## src/rmst_pkg.sv

```systemverilog
// shared types, widths and codes of the range minimum segment tree
package rmst_pkg;

	// tree size and stored tag width
	localparam int LEAVES   = 1024;
	localparam int TAG_BITS = 16;

	// fixed field widths
	localparam int KEY_W   = 32;
	localparam int OTAG_W  = 16;
	localparam int POS_W   = 10;
	localparam int RANGE_W = 11;
	localparam int CFG_W   = 11;

	// derived widths
	localparam int NODES  = 2 * LEAVES;
	localparam int NODE_W = $clog2(NODES);
	localparam int IDX_W  = NODE_W + 1;
	localparam int CMP_W  = (IDX_W > RANGE_W) ? IDX_W : RANGE_W;

	// leaf count after reset
	localparam logic [CFG_W-1:0] LC_RESET = 11'd1024;

	// request and status codes
	localparam logic REQ_WRITE = 1'b0;
	localparam logic REQ_QUERY = 1'b1;
	localparam logic STAT_OK   = 1'b0;
	localparam logic STAT_BAD  = 1'b1;

	typedef logic [KEY_W-1:0]    key_t;
	typedef logic [TAG_BITS-1:0] tag_t;
	typedef logic [NODE_W-1:0]   naddr_t;

	typedef struct packed {
		key_t key;
		tag_t tag;
	} node_t;

	localparam node_t EMPTY_NODE = '{key: '1, tag: '0};

	// one write port and one read port of the node memory
	typedef struct packed {
		logic   we;
		naddr_t waddr;
		node_t  wdata;
		naddr_t raddr;
	} mem_req_t;

	// finished result handed to the output register
	typedef struct packed {
		logic              valid;
		key_t              key;
		logic [OTAG_W-1:0] tag;
		logic              err;
	} res_t;

	typedef enum logic [2:0] {
		ST_CLEAR,
		ST_IDLE,
		ST_WLEAF,
		ST_WCLIMB,
		ST_QUERY,
		ST_DONE
	} state_t;

	// input tag to stored width
	function automatic tag_t tag_in(logic [OTAG_W-1:0] t);
		logic [31:0] w;
		w = 32'(t);
		return w[TAG_BITS-1:0];
	endfunction

	// stored tag to output width
	function automatic logic [OTAG_W-1:0] tag_out(tag_t t);
		logic [31:0] w;
		w = 32'(t);
		return w[OTAG_W-1:0];
	endfunction

endpackage

```

## src/rmst_ctrl.sv

```systemverilog
// sequencer for clear pass, leaf write with climb, and range query walk
module rmst_ctrl (
	input  logic                             clk,
	input  logic                             arst_n,
	input  logic                             in_valid,
	output logic                             in_stall,
	input  logic                             req_type,
	input  logic [rmst_pkg::POS_W-1:0]       position,
	input  logic [rmst_pkg::KEY_W-1:0]       new_key,
	input  logic [rmst_pkg::OTAG_W-1:0]      new_tag,
	input  logic [rmst_pkg::RANGE_W-1:0]     range_begin,
	input  logic [rmst_pkg::RANGE_W-1:0]     range_end,
	input  logic [rmst_pkg::CFG_W-1:0]       lc,
	input  logic                             res_ready,
	output rmst_pkg::res_t                   res,
	output rmst_pkg::mem_req_t               mem_req,
	input  rmst_pkg::node_t                  rdata
);
	import rmst_pkg::*;

	state_t state_q, state_d;
	naddr_t clr_q;
	logic   side_q;
	logic   fold_s1;

	node_t            acc_q;
	node_t            cur_q;
	logic             err_q;
	naddr_t           k_q;
	logic [IDX_W-1:0] b_q, e_q;

	logic             acc_in;
	logic [CMP_W-1:0] lc_w, n_eff, pos_w, b_w, e_w;
	logic             wr_bad, q_bad, req_bad;
	naddr_t           par;
	node_t            pick;
	logic             q_exit, q_rd, q_side_n;
	naddr_t           q_raddr;
	logic [IDX_W-1:0] q_b_n, q_e_n, e_dec;

	assign acc_in = in_valid && !in_stall;

	// effective leaf count and request checks
	always_comb begin
		lc_w  = CMP_W'(lc);
		if (lc_w == '0) begin
			n_eff = CMP_W'(1);
		end else if (lc_w > CMP_W'(LEAVES)) begin
			n_eff = CMP_W'(LEAVES);
		end else begin
			n_eff = lc_w;
		end
		pos_w   = CMP_W'(position);
		b_w     = CMP_W'(range_begin);
		e_w     = CMP_W'(range_end);
		wr_bad  = pos_w >= n_eff;
		q_bad   = (e_w > n_eff) || (b_w > e_w);
		req_bad = (req_type == REQ_WRITE) ? wr_bad : q_bad;
	end

	// climb step: parent takes the smaller child, climbed child on a tie
	always_comb begin
		par  = {1'b0, k_q[NODE_W-1:1]};
		pick = (rdata.key < cur_q.key) ? rdata : cur_q;
	end

	// query step: left boundary then right boundary, one read a cycle
	always_comb begin
		e_dec    = e_q - IDX_W'(1);
		q_exit   = 1'b0;
		q_rd     = 1'b0;
		q_raddr  = b_q[NODE_W-1:0];
		q_b_n    = b_q;
		q_e_n    = e_q;
		q_side_n = 1'b0;
		if (!side_q) begin
			if (!(b_q < e_q)) begin
				q_exit = 1'b1;
			end else if (b_q[0]) begin
				q_rd     = 1'b1;
				q_raddr  = b_q[NODE_W-1:0];
				q_b_n    = b_q + IDX_W'(1);
				q_side_n = 1'b1;
			end else if (e_q[0]) begin
				q_rd    = 1'b1;
				q_raddr = e_dec[NODE_W-1:0];
				q_b_n   = b_q >> 1;
				q_e_n   = e_dec >> 1;
			end else begin
				q_b_n = b_q >> 1;
				q_e_n = e_q >> 1;
			end
		end else begin
			q_b_n = b_q >> 1;
			if (e_q[0]) begin
				q_rd    = 1'b1;
				q_raddr = e_dec[NODE_W-1:0];
				q_e_n   = e_dec >> 1;
			end else begin
				q_e_n = e_q >> 1;
			end
		end
	end

	// next state
	always_comb begin
		state_d = state_q;
		case (state_q)
			ST_CLEAR: begin
				if (clr_q == {NODE_W{1'b1}}) state_d = ST_IDLE;
			end
			ST_IDLE: begin
				if (acc_in) begin
					if (req_bad) state_d = ST_DONE;
					else if (req_type == REQ_WRITE) state_d = ST_WLEAF;
					else state_d = ST_QUERY;
				end
			end
			ST_WLEAF: begin
				state_d = (k_q == NODE_W'(1)) ? ST_DONE : ST_WCLIMB;
			end
			ST_WCLIMB: begin
				if (par == NODE_W'(1)) state_d = ST_DONE;
			end
			ST_QUERY: begin
				if (q_exit) state_d = ST_DONE;
			end
			ST_DONE: begin
				if (res_ready) state_d = ST_IDLE;
			end
			default: state_d = ST_CLEAR;
		endcase
	end

	// outputs: handshake, memory port, result
	always_comb begin
		in_stall      = (state_q != ST_IDLE);
		mem_req.we    = 1'b0;
		mem_req.waddr = k_q;
		mem_req.wdata = cur_q;
		mem_req.raddr = q_raddr;
		res.valid     = 1'b0;
		res.key       = acc_q.key;
		res.tag       = tag_out(acc_q.tag);
		res.err       = err_q;
		case (state_q)
			ST_CLEAR: begin
				mem_req.we    = 1'b1;
				mem_req.waddr = clr_q;
				mem_req.wdata = EMPTY_NODE;
			end
			ST_WLEAF: begin
				mem_req.we    = 1'b1;
				mem_req.waddr = k_q;
				mem_req.wdata = cur_q;
				mem_req.raddr = {k_q[NODE_W-1:1], ~k_q[0]};
			end
			ST_WCLIMB: begin
				mem_req.we    = 1'b1;
				mem_req.waddr = par;
				mem_req.wdata = pick;
				mem_req.raddr = {par[NODE_W-1:1], ~par[0]};
			end
			ST_DONE: begin
				res.valid = res_ready;
			end
			default: begin
			end
		endcase
	end

	// control registers
	always_ff @(posedge clk or negedge arst_n) begin
		if (!arst_n) begin
			state_q <= ST_CLEAR;
			clr_q   <= '0;
			side_q  <= 1'b0;
			fold_s1 <= 1'b0;
		end else begin
			state_q <= state_d;
			if (state_q == ST_CLEAR) clr_q <= clr_q + NODE_W'(1);
			if (state_q == ST_QUERY) side_q <= q_side_n;
			else side_q <= 1'b0;
			fold_s1 <= (state_q == ST_QUERY) && q_rd;
		end
	end

	// working registers
	always_ff @(posedge clk) begin
		case (state_q)
			ST_IDLE: begin
				if (acc_in) begin
					err_q <= req_bad ? STAT_BAD : STAT_OK;
					cur_q <= '{key: new_key, tag: tag_in(new_tag)};
					if (!req_bad && req_type == REQ_WRITE) begin
						acc_q <= '{key: new_key, tag: tag_in(new_tag)};
					end else begin
						acc_q <= EMPTY_NODE;
					end
					k_q <= NODE_W'(pos_w + n_eff);
					b_q <= IDX_W'(b_w + n_eff);
					e_q <= IDX_W'(e_w + n_eff);
				end
			end
			ST_WCLIMB: begin
				cur_q <= pick;
				k_q   <= par;
			end
			ST_QUERY: begin
				b_q <= q_b_n;
				e_q <= q_e_n;
				// fold the node read last cycle, accumulator wins ties
				if (fold_s1 && (rdata.key < acc_q.key)) acc_q <= rdata;
			end
			default: begin
			end
		endcase
	end

endmodule
```

## config.mk

```make
export PLATFORM = sky130hd
export DESIGN_NAME = rmst_ctrl
export DESIGN_NICKNAME = d
export VERILOG_FILES = /design/src/rmst_pkg.sv /design/src/rmst_ctrl.sv
export SDC_FILE = /design/constraint.sdc
export NUM_CORES = 1
export LEC_CHECK = 0
export BUFFER_PORTS_ARGS = -buffer_cell sky130_fd_sc_hd__buf_4
export CORE_MARGIN = 5
export CORE_UTILIZATION = 40
export DETAILED_ROUTE_END_ITERATION = 10
export GPL_TIMING_DRIVEN = 0
export RECOVER_POWER = 25
export SETUP_SLACK_MARGIN = 0.05
export SKIP_CTS_REPAIR_TIMING = 1
export SLEW_MARGIN = 10
export SYNTH_ARGS = -nofsm -noshare
export SYNTH_HDL_FRONTEND = slang
export SYNTH_SLANG_ARGS = --single-unit
```

## constraint.sdc

```tcl
create_clock -name clk -period 5.55 [get_ports clk]
set_clock_uncertainty 0.1 [all_clocks]
set_input_delay 0.8325 -clock clk [delete_from_list [all_inputs] [get_ports clk]]
set_output_delay 0.8325 -clock clk [all_outputs]
set_load 0.02 [all_outputs]
```

# Word level (Yosys, flattened, before mapping)
# Index checks and enable logic that the tools add are counted.
classes:
  addsub: 6
  reduce_logical: 17
  n_lt_le_gt_ge: 7
  n_bitwise: 3
  n_mux: 51
  eq_ne: 17
op_table:
  columns: ["operator", "count"]
  rows:
  - ["$mux 48", 5]
  - ["$pmux 48 s2", 2]
  - ["$pmux 60 s3", 1]
  - ["$mux 11", 9]
  - ["$mux 12", 8]
  - ["$lt 32x32->1", 2]
  - ["$pmux 12 s2", 2]
  - ["$pmux 11 s2", 2]
  - ["$add 11x11->12", 2]
  - ["$mux 3", 8]
  - ["$pmux 3 s6", 1]
  - ["$mux 1", 13]
  - ["$add 12x1->12 const B", 1]
  - ["$ge 10x12->1", 1]
  - ["$gt 11x12->1", 1]
  - ["$lt 12x12->1", 1]
  - ["$sub 12x1->12 const B", 1]
  - ["$add 10x11->11", 1]
  - ["$add 11x1->11 const B", 1]
  - ["$eq 11x1->1 const B", 1]
  - ["$eq 11x11->1 const B", 1]
  - ["$gt 11x11->1", 1]
  - ["$gt 11x11->1 const B", 1]
  - ["$logic_not 11->1", 1]
  - ["other kinds (18)", 34]
word_totals:
  output_inout_bits: 122
  input_bits: 144
  reg_bits: 148

# Logic depth before layout (Yosys ltp)
logic_depth:
  depth_word: 11
  ltp_mapped: 13
  depth_no_buf: 13

# Worst setup path before layout
# No wires, ideal clock.
synth_timing:
  kind: "input -> register"
  start: "in rdata[45] (netlist name)"
  end: "reg acc_q, in the netlist res[10] (enable)"
  setup_ns: 0.520
  path_stages: 7
  arrival_ns: 5.359
  n_path_buf: 0
  path_slack_ns: -0.429
  cell_sequence: "ha_1 a21oi_1 nor2_1 a2111oi_0 nor3b_1 o2111ai_1 o21ai_0"
synth_via:
  elab_chain_len: 4
synth_lines:
  columns: ["item", "line_no", "rtl"]
  rows:
  - ["start: declaration", "rmst_ctrl.sv:17", "input rmst_pkg::node_t rdata"]
  - ["$lt 32x32->1", "rmst_ctrl.sv:213", "if (fold_s1 && (rdata.key < acc_q.key)) acc_q <= rdata;"]
  - ["$logic_and 1x1->1", "rmst_ctrl.sv:213", null]
  - ["$ne 2x1->1 (no source line)", null, null]
  - ["$reduce_and 3->1 (no source line)", null, null]
  - ["end signal: assignment", "rmst_ctrl.sv:196", "acc_q <= '{key: new_key, tag: tag_in(new_tag)};"]
  - ["end signal: assignment", "rmst_ctrl.sv:213", null]
  - ["end: declaration", "rmst_ctrl.sv:26", "node_t acc_q;"]
# No other way between the ends.
# A chain may end at the register's enable or synchronous reset.

==> impl_metrics.prom <==
# TYPE chip_impl_metric gauge
chip_impl_metric{name="std_cell_rows",unit=""} 64
chip_impl_info{name="root_buffer",value="clkbuf_16"} 1
chip_impl_metric{name="hold_violations",unit=""} 0
chip_impl_metric{name="post-synth-top-area-fraction",unit="%"} 31.59
chip_impl_metric{name="cp_data_required_time",unit="ns"} 4.62
chip_impl_metric{name="netlist-cell-type-count",unit=""} 63
chip_impl_metric{name="crit_buf_inv",unit=""} 5
chip_impl_metric{name="global_route_wire_length_before_repair",unit="mm"} 71.13
chip_impl_metric{name="drc_violation_count_after_routing",unit=""} 0
chip_impl_metric{name="grt_util_met3",unit="%"} 4.069
chip_impl_metric{name="timing.critical_path.slowest_cell_delay",unit="ns"} 0.74
chip_impl_metric{name="power",unit="mW"} 2.863
chip_impl_metric{name="max_clock_freq",unit="MHz"} 190.2
chip_impl_metric{name="timing.final.setup_violations",unit=""} 0
chip_impl_metric{name="worst_slew_pin_slew",unit="ns"} 3.154
chip_impl_metric{name="routed_via_density",unit=""} 5.684
chip_impl_metric{name="worst-path-max-fanout",unit=""} 10
chip_impl_metric{name="syn_avg_cell_area",unit="µm²"} 8.207
chip_impl_metric{name="grt_antenna_before_repair",unit=""} 3
chip_impl_info{name="clock_tree_from_tritoncts",value="yes"} 1
chip_impl_metric{name="post_synth_inst_count",unit=""} 1529
chip_impl_info{name="synthFlopType",value="edfxtp_1"} 1
chip_impl_metric{name="cts-root-to-sink-buffers",unit=""} 2
chip_impl_info{name="post_synth_main_area_contributors",value="edfxtp_1 (32%), ha_1 (15%), nand2_1 (7.1%), o21ai_0 (5.6%), a21oi_1 (5.2%)"} 1
chip_impl_metric{name="first_global_vias",unit=""} 12580
chip_impl_metric{name="yosys_warnings",unit=""} 0
chip_impl_info{name="outcome",value="finished with violations"} 1
chip_impl_metric{name="numCtsBuffers",unit=""} 17
chip_impl_metric{name="synth_sequential_area_ratio",unit="%"} 34.78
chip_impl_metric{name="arrival",unit="ns"} 4.33
chip_impl_metric{name="die_w",unit="µm"} 187.1
chip_impl_info{name="synth_top_area_cell",value="edfxtp_1"} 1
chip_impl_metric{name="die_area",unit="µm²"} 35010
chip_impl_metric{name="reg2reg_setup_slack",unit="ns"} 1.02
chip_impl_metric{name="clock-sinks",unit=""} 148
chip_impl_metric{name="dpl_worst_slack",unit="ns"} 0.3120
chip_impl_metric{name="place.detailed.instances",unit=""} 2193
chip_impl_metric{name="area_growth_syn_to_layout",unit="%"} 23.56
chip_impl_info{name="violations_in_the_final_reports",value="max-capacitance violations, max-slew violations"} 1
chip_impl_metric{name="timing.final.crit_period",unit="ns"} 5.258
chip_impl_metric{name="num_vias",unit=""} 12660
chip_impl_info{name="cp_cell_sequence",value="buf_4, ha_1, nand4_1, nor3_1, inv_1, a2111oi_1, a211oi_1, buf_2, clkbuf_2, o21ai_0, buf_4"} 1
chip_impl_metric{name="syn_area",unit="µm²"} 12550
chip_impl_metric{name="layout.nets",unit=""} 2111
chip_impl_metric{name="synth_seq_cells",unit=""} 148
chip_impl_info{name="endpoint_class_of_the_critical_path",value="primary output"} 1
chip_impl_metric{name="start_util",unit="%"} 40.81
chip_impl_metric{name="die_h",unit="µm"} 187.1
chip_impl_info{name="cpMostUsedCell",value="buf_4"} 1
chip_impl_info{name="cpLargestDelayFamily",value="compound AO/OA/AOI/OAI gates"} 1
chip_impl_metric{name="global_route.usage.met1",unit="%"} 32.44
chip_impl_metric{name="grt_start_max_net_pins",unit=""} 49
chip_impl_metric{name="power.leakage",unit="nW"} 6.826
chip_impl_metric{name="timing.final.ws_setup",unit="ns"} 0.2919
chip_impl_info{name="yosysMostFrequentCell",value="nand2_1"} 1
chip_impl_metric{name="cts.clk_slew.worst_paths",unit="ns"} 0.07
chip_impl_metric{name="io_buffers",unit=""} 265
chip_impl_metric{name="slew_headroom",unit="%"} -110.3
chip_impl_info{name="commonest_cells_post_synth",value="nand2_1 (239), ha_1 (147), o21ai_0 (140), edfxtp_1 (132), a21oi_1 (130)"} 1
chip_impl_info{name="top_usage_layer",value="met2"} 1
chip_impl_metric{name="stdcell_count",unit=""} 2228
chip_impl_metric{name="layout-drive-gt1-share",unit="%"} 14.59
chip_impl_info{name="cpMaxStageDelayCell",value="a2111oi_1"} 1
chip_impl_metric{name="groute.usage.overall",unit="%"} 25.64
chip_impl_info{name="start_kind",value="input port"} 1
chip_impl_metric{name="drt.antenna.violating_nets",unit=""} 0
chip_impl_metric{name="clock_insertion_delay_worst_skew",unit="ns"} 0.44
chip_impl_metric{name="number_of_flops_mapped_to_enable_cells_by_yosys",unit=""} 132
chip_impl_info{name="worst-setup-path-type",value="in2out"} 1
chip_impl_metric{name="worst_ir_drop_vdd",unit="mV"} 0.1894
chip_impl_metric{name="timing.final.crit_share",unit="%"} 94.74
chip_impl_metric{name="cellPowerDensity",unit="nW/µm²"} 184.7
chip_impl_metric{name="mappedNetlistNets",unit=""} 1823
chip_impl_metric{name="detail_route.iter0.violations",unit=""} 983
chip_impl_metric{name="place_congestion",unit=""} 0.9336
chip_impl_metric{name="design.portCount",unit=""} 266
chip_impl_metric{name="htree_levels",unit=""} 4
chip_impl_info{name="grt_setup_unrepaired",value="false"} 1
chip_impl_metric{name="share_of_synthesized_registers_carrying_an_async_set_or_reset",unit="%"} 10.81
chip_impl_metric{name="grt_overflow_total",unit=""} 0
chip_impl_metric{name="detail_route.first_pass.iterations",unit=""} 5
chip_impl_metric{name="wire_per_inst",unit="µm"} 21.03
chip_impl_metric{name="drv.max_cap_violation_count",unit=""} 1
chip_impl_info{name="min-delay-path-class",value="in2async"} 1
chip_impl_metric{name="global_route.usage.met2",unit="%"} 44.57
chip_impl_metric{name="final_max_slew_viol_count",unit=""} 49
chip_impl_metric{name="drt_wl_total",unit="mm"} 46.85
chip_impl_metric{name="dpl.hpwl",unit="mm"} 37.07
chip_impl_metric{name="core-area",unit="µm²"} 30750
per-layer routing:
metal | vias up | share of wire [%] | routed length [µm]
met5 | - | 0.015 | 7
met4 | 2 | 3.1 | 1472
met3 | 83 | 7.7 | 3621
met2 | 550 | 48 | 22450
met1 | 5999 | 41 | 19300
li1 | 6030 | - | -
report_power, final:
part           switching, mW  leakage [nW]  internal (mW)
Sequential                 0          1.36           1.23
Clock                  0.499         0.288          0.676
Combinational          0.256          5.18          0.206
Total                  0.755          6.83           2.11
area by class of cell:
cell class,instances,area (µm²)
well taps,396,495.5
plain buffers,81,322.8
fillers,3048,15240
inverters,120,450.4
repair buffers,269,1868
multi-input cells,1180,7418
flip-flops and latches,148,4364
clock inverters,9,90.09
diodes,2,5.005
clock buffers,23,490.5
stage by stage:
stage	hold slack, ns	setup TNS, ns	utilization, %	cell area, µm²
floorplan	0.3638	0	-	12550
global placement	0.4014	-62.76	48.89	15030
detailed placement	0.4079	0	49.22	15130
CTS	0.1446	0	51.11	15720
global route	0.4335	0	50.42	15500
finish	0.4115	0	50.42	15500
logic make-up after synthesis:
kind of cell	Yosys count	synth area share, %
flip-flops	148	34.78
buffers and inverters	201	6.192
adder cells (fa/ha/maj)	150	15.14
AND/OR/NAND/NOR	584	21.30
XOR/XNOR	46	3.211
multiplexers	10	0.7977
AO/OA/AOI/OAI	390	18.59
worst paths after layout:
check | from | endpoint | depth (start not counted)
min in group clk | clr_q[7] | clr_q[7] | 1
max in group asynchronous | arst_n | fold_s1 | 1
min | arst_n | clr_q[6] | 1
min reg2reg | clr_q[7] | clr_q[7] | 1
max reg2reg | state_q[2] | cur_q[26] | 6
max | rdata[46] | mem_req[11] | 11
registers in the layout (all words and copies together), names as in the netlist:
name,cells
b_q,12
res,48
k_q,11
fold_s1,1
err_q,1
e_q,12
clr_q,11
state_q,3
side_q,1
cur_q,48
cells in the final DEF, fill, tap and decap left out, drive strengths merged, types with 96 or more instances in the layout:
cell type  instances
buf              234
clkbuf           139
edfxtp           132
nand2            239
o21ai            143
inv              125
nor2              96
nand3            111
a21oi            130
ha               147
Power figures use the tool's default switching activity.
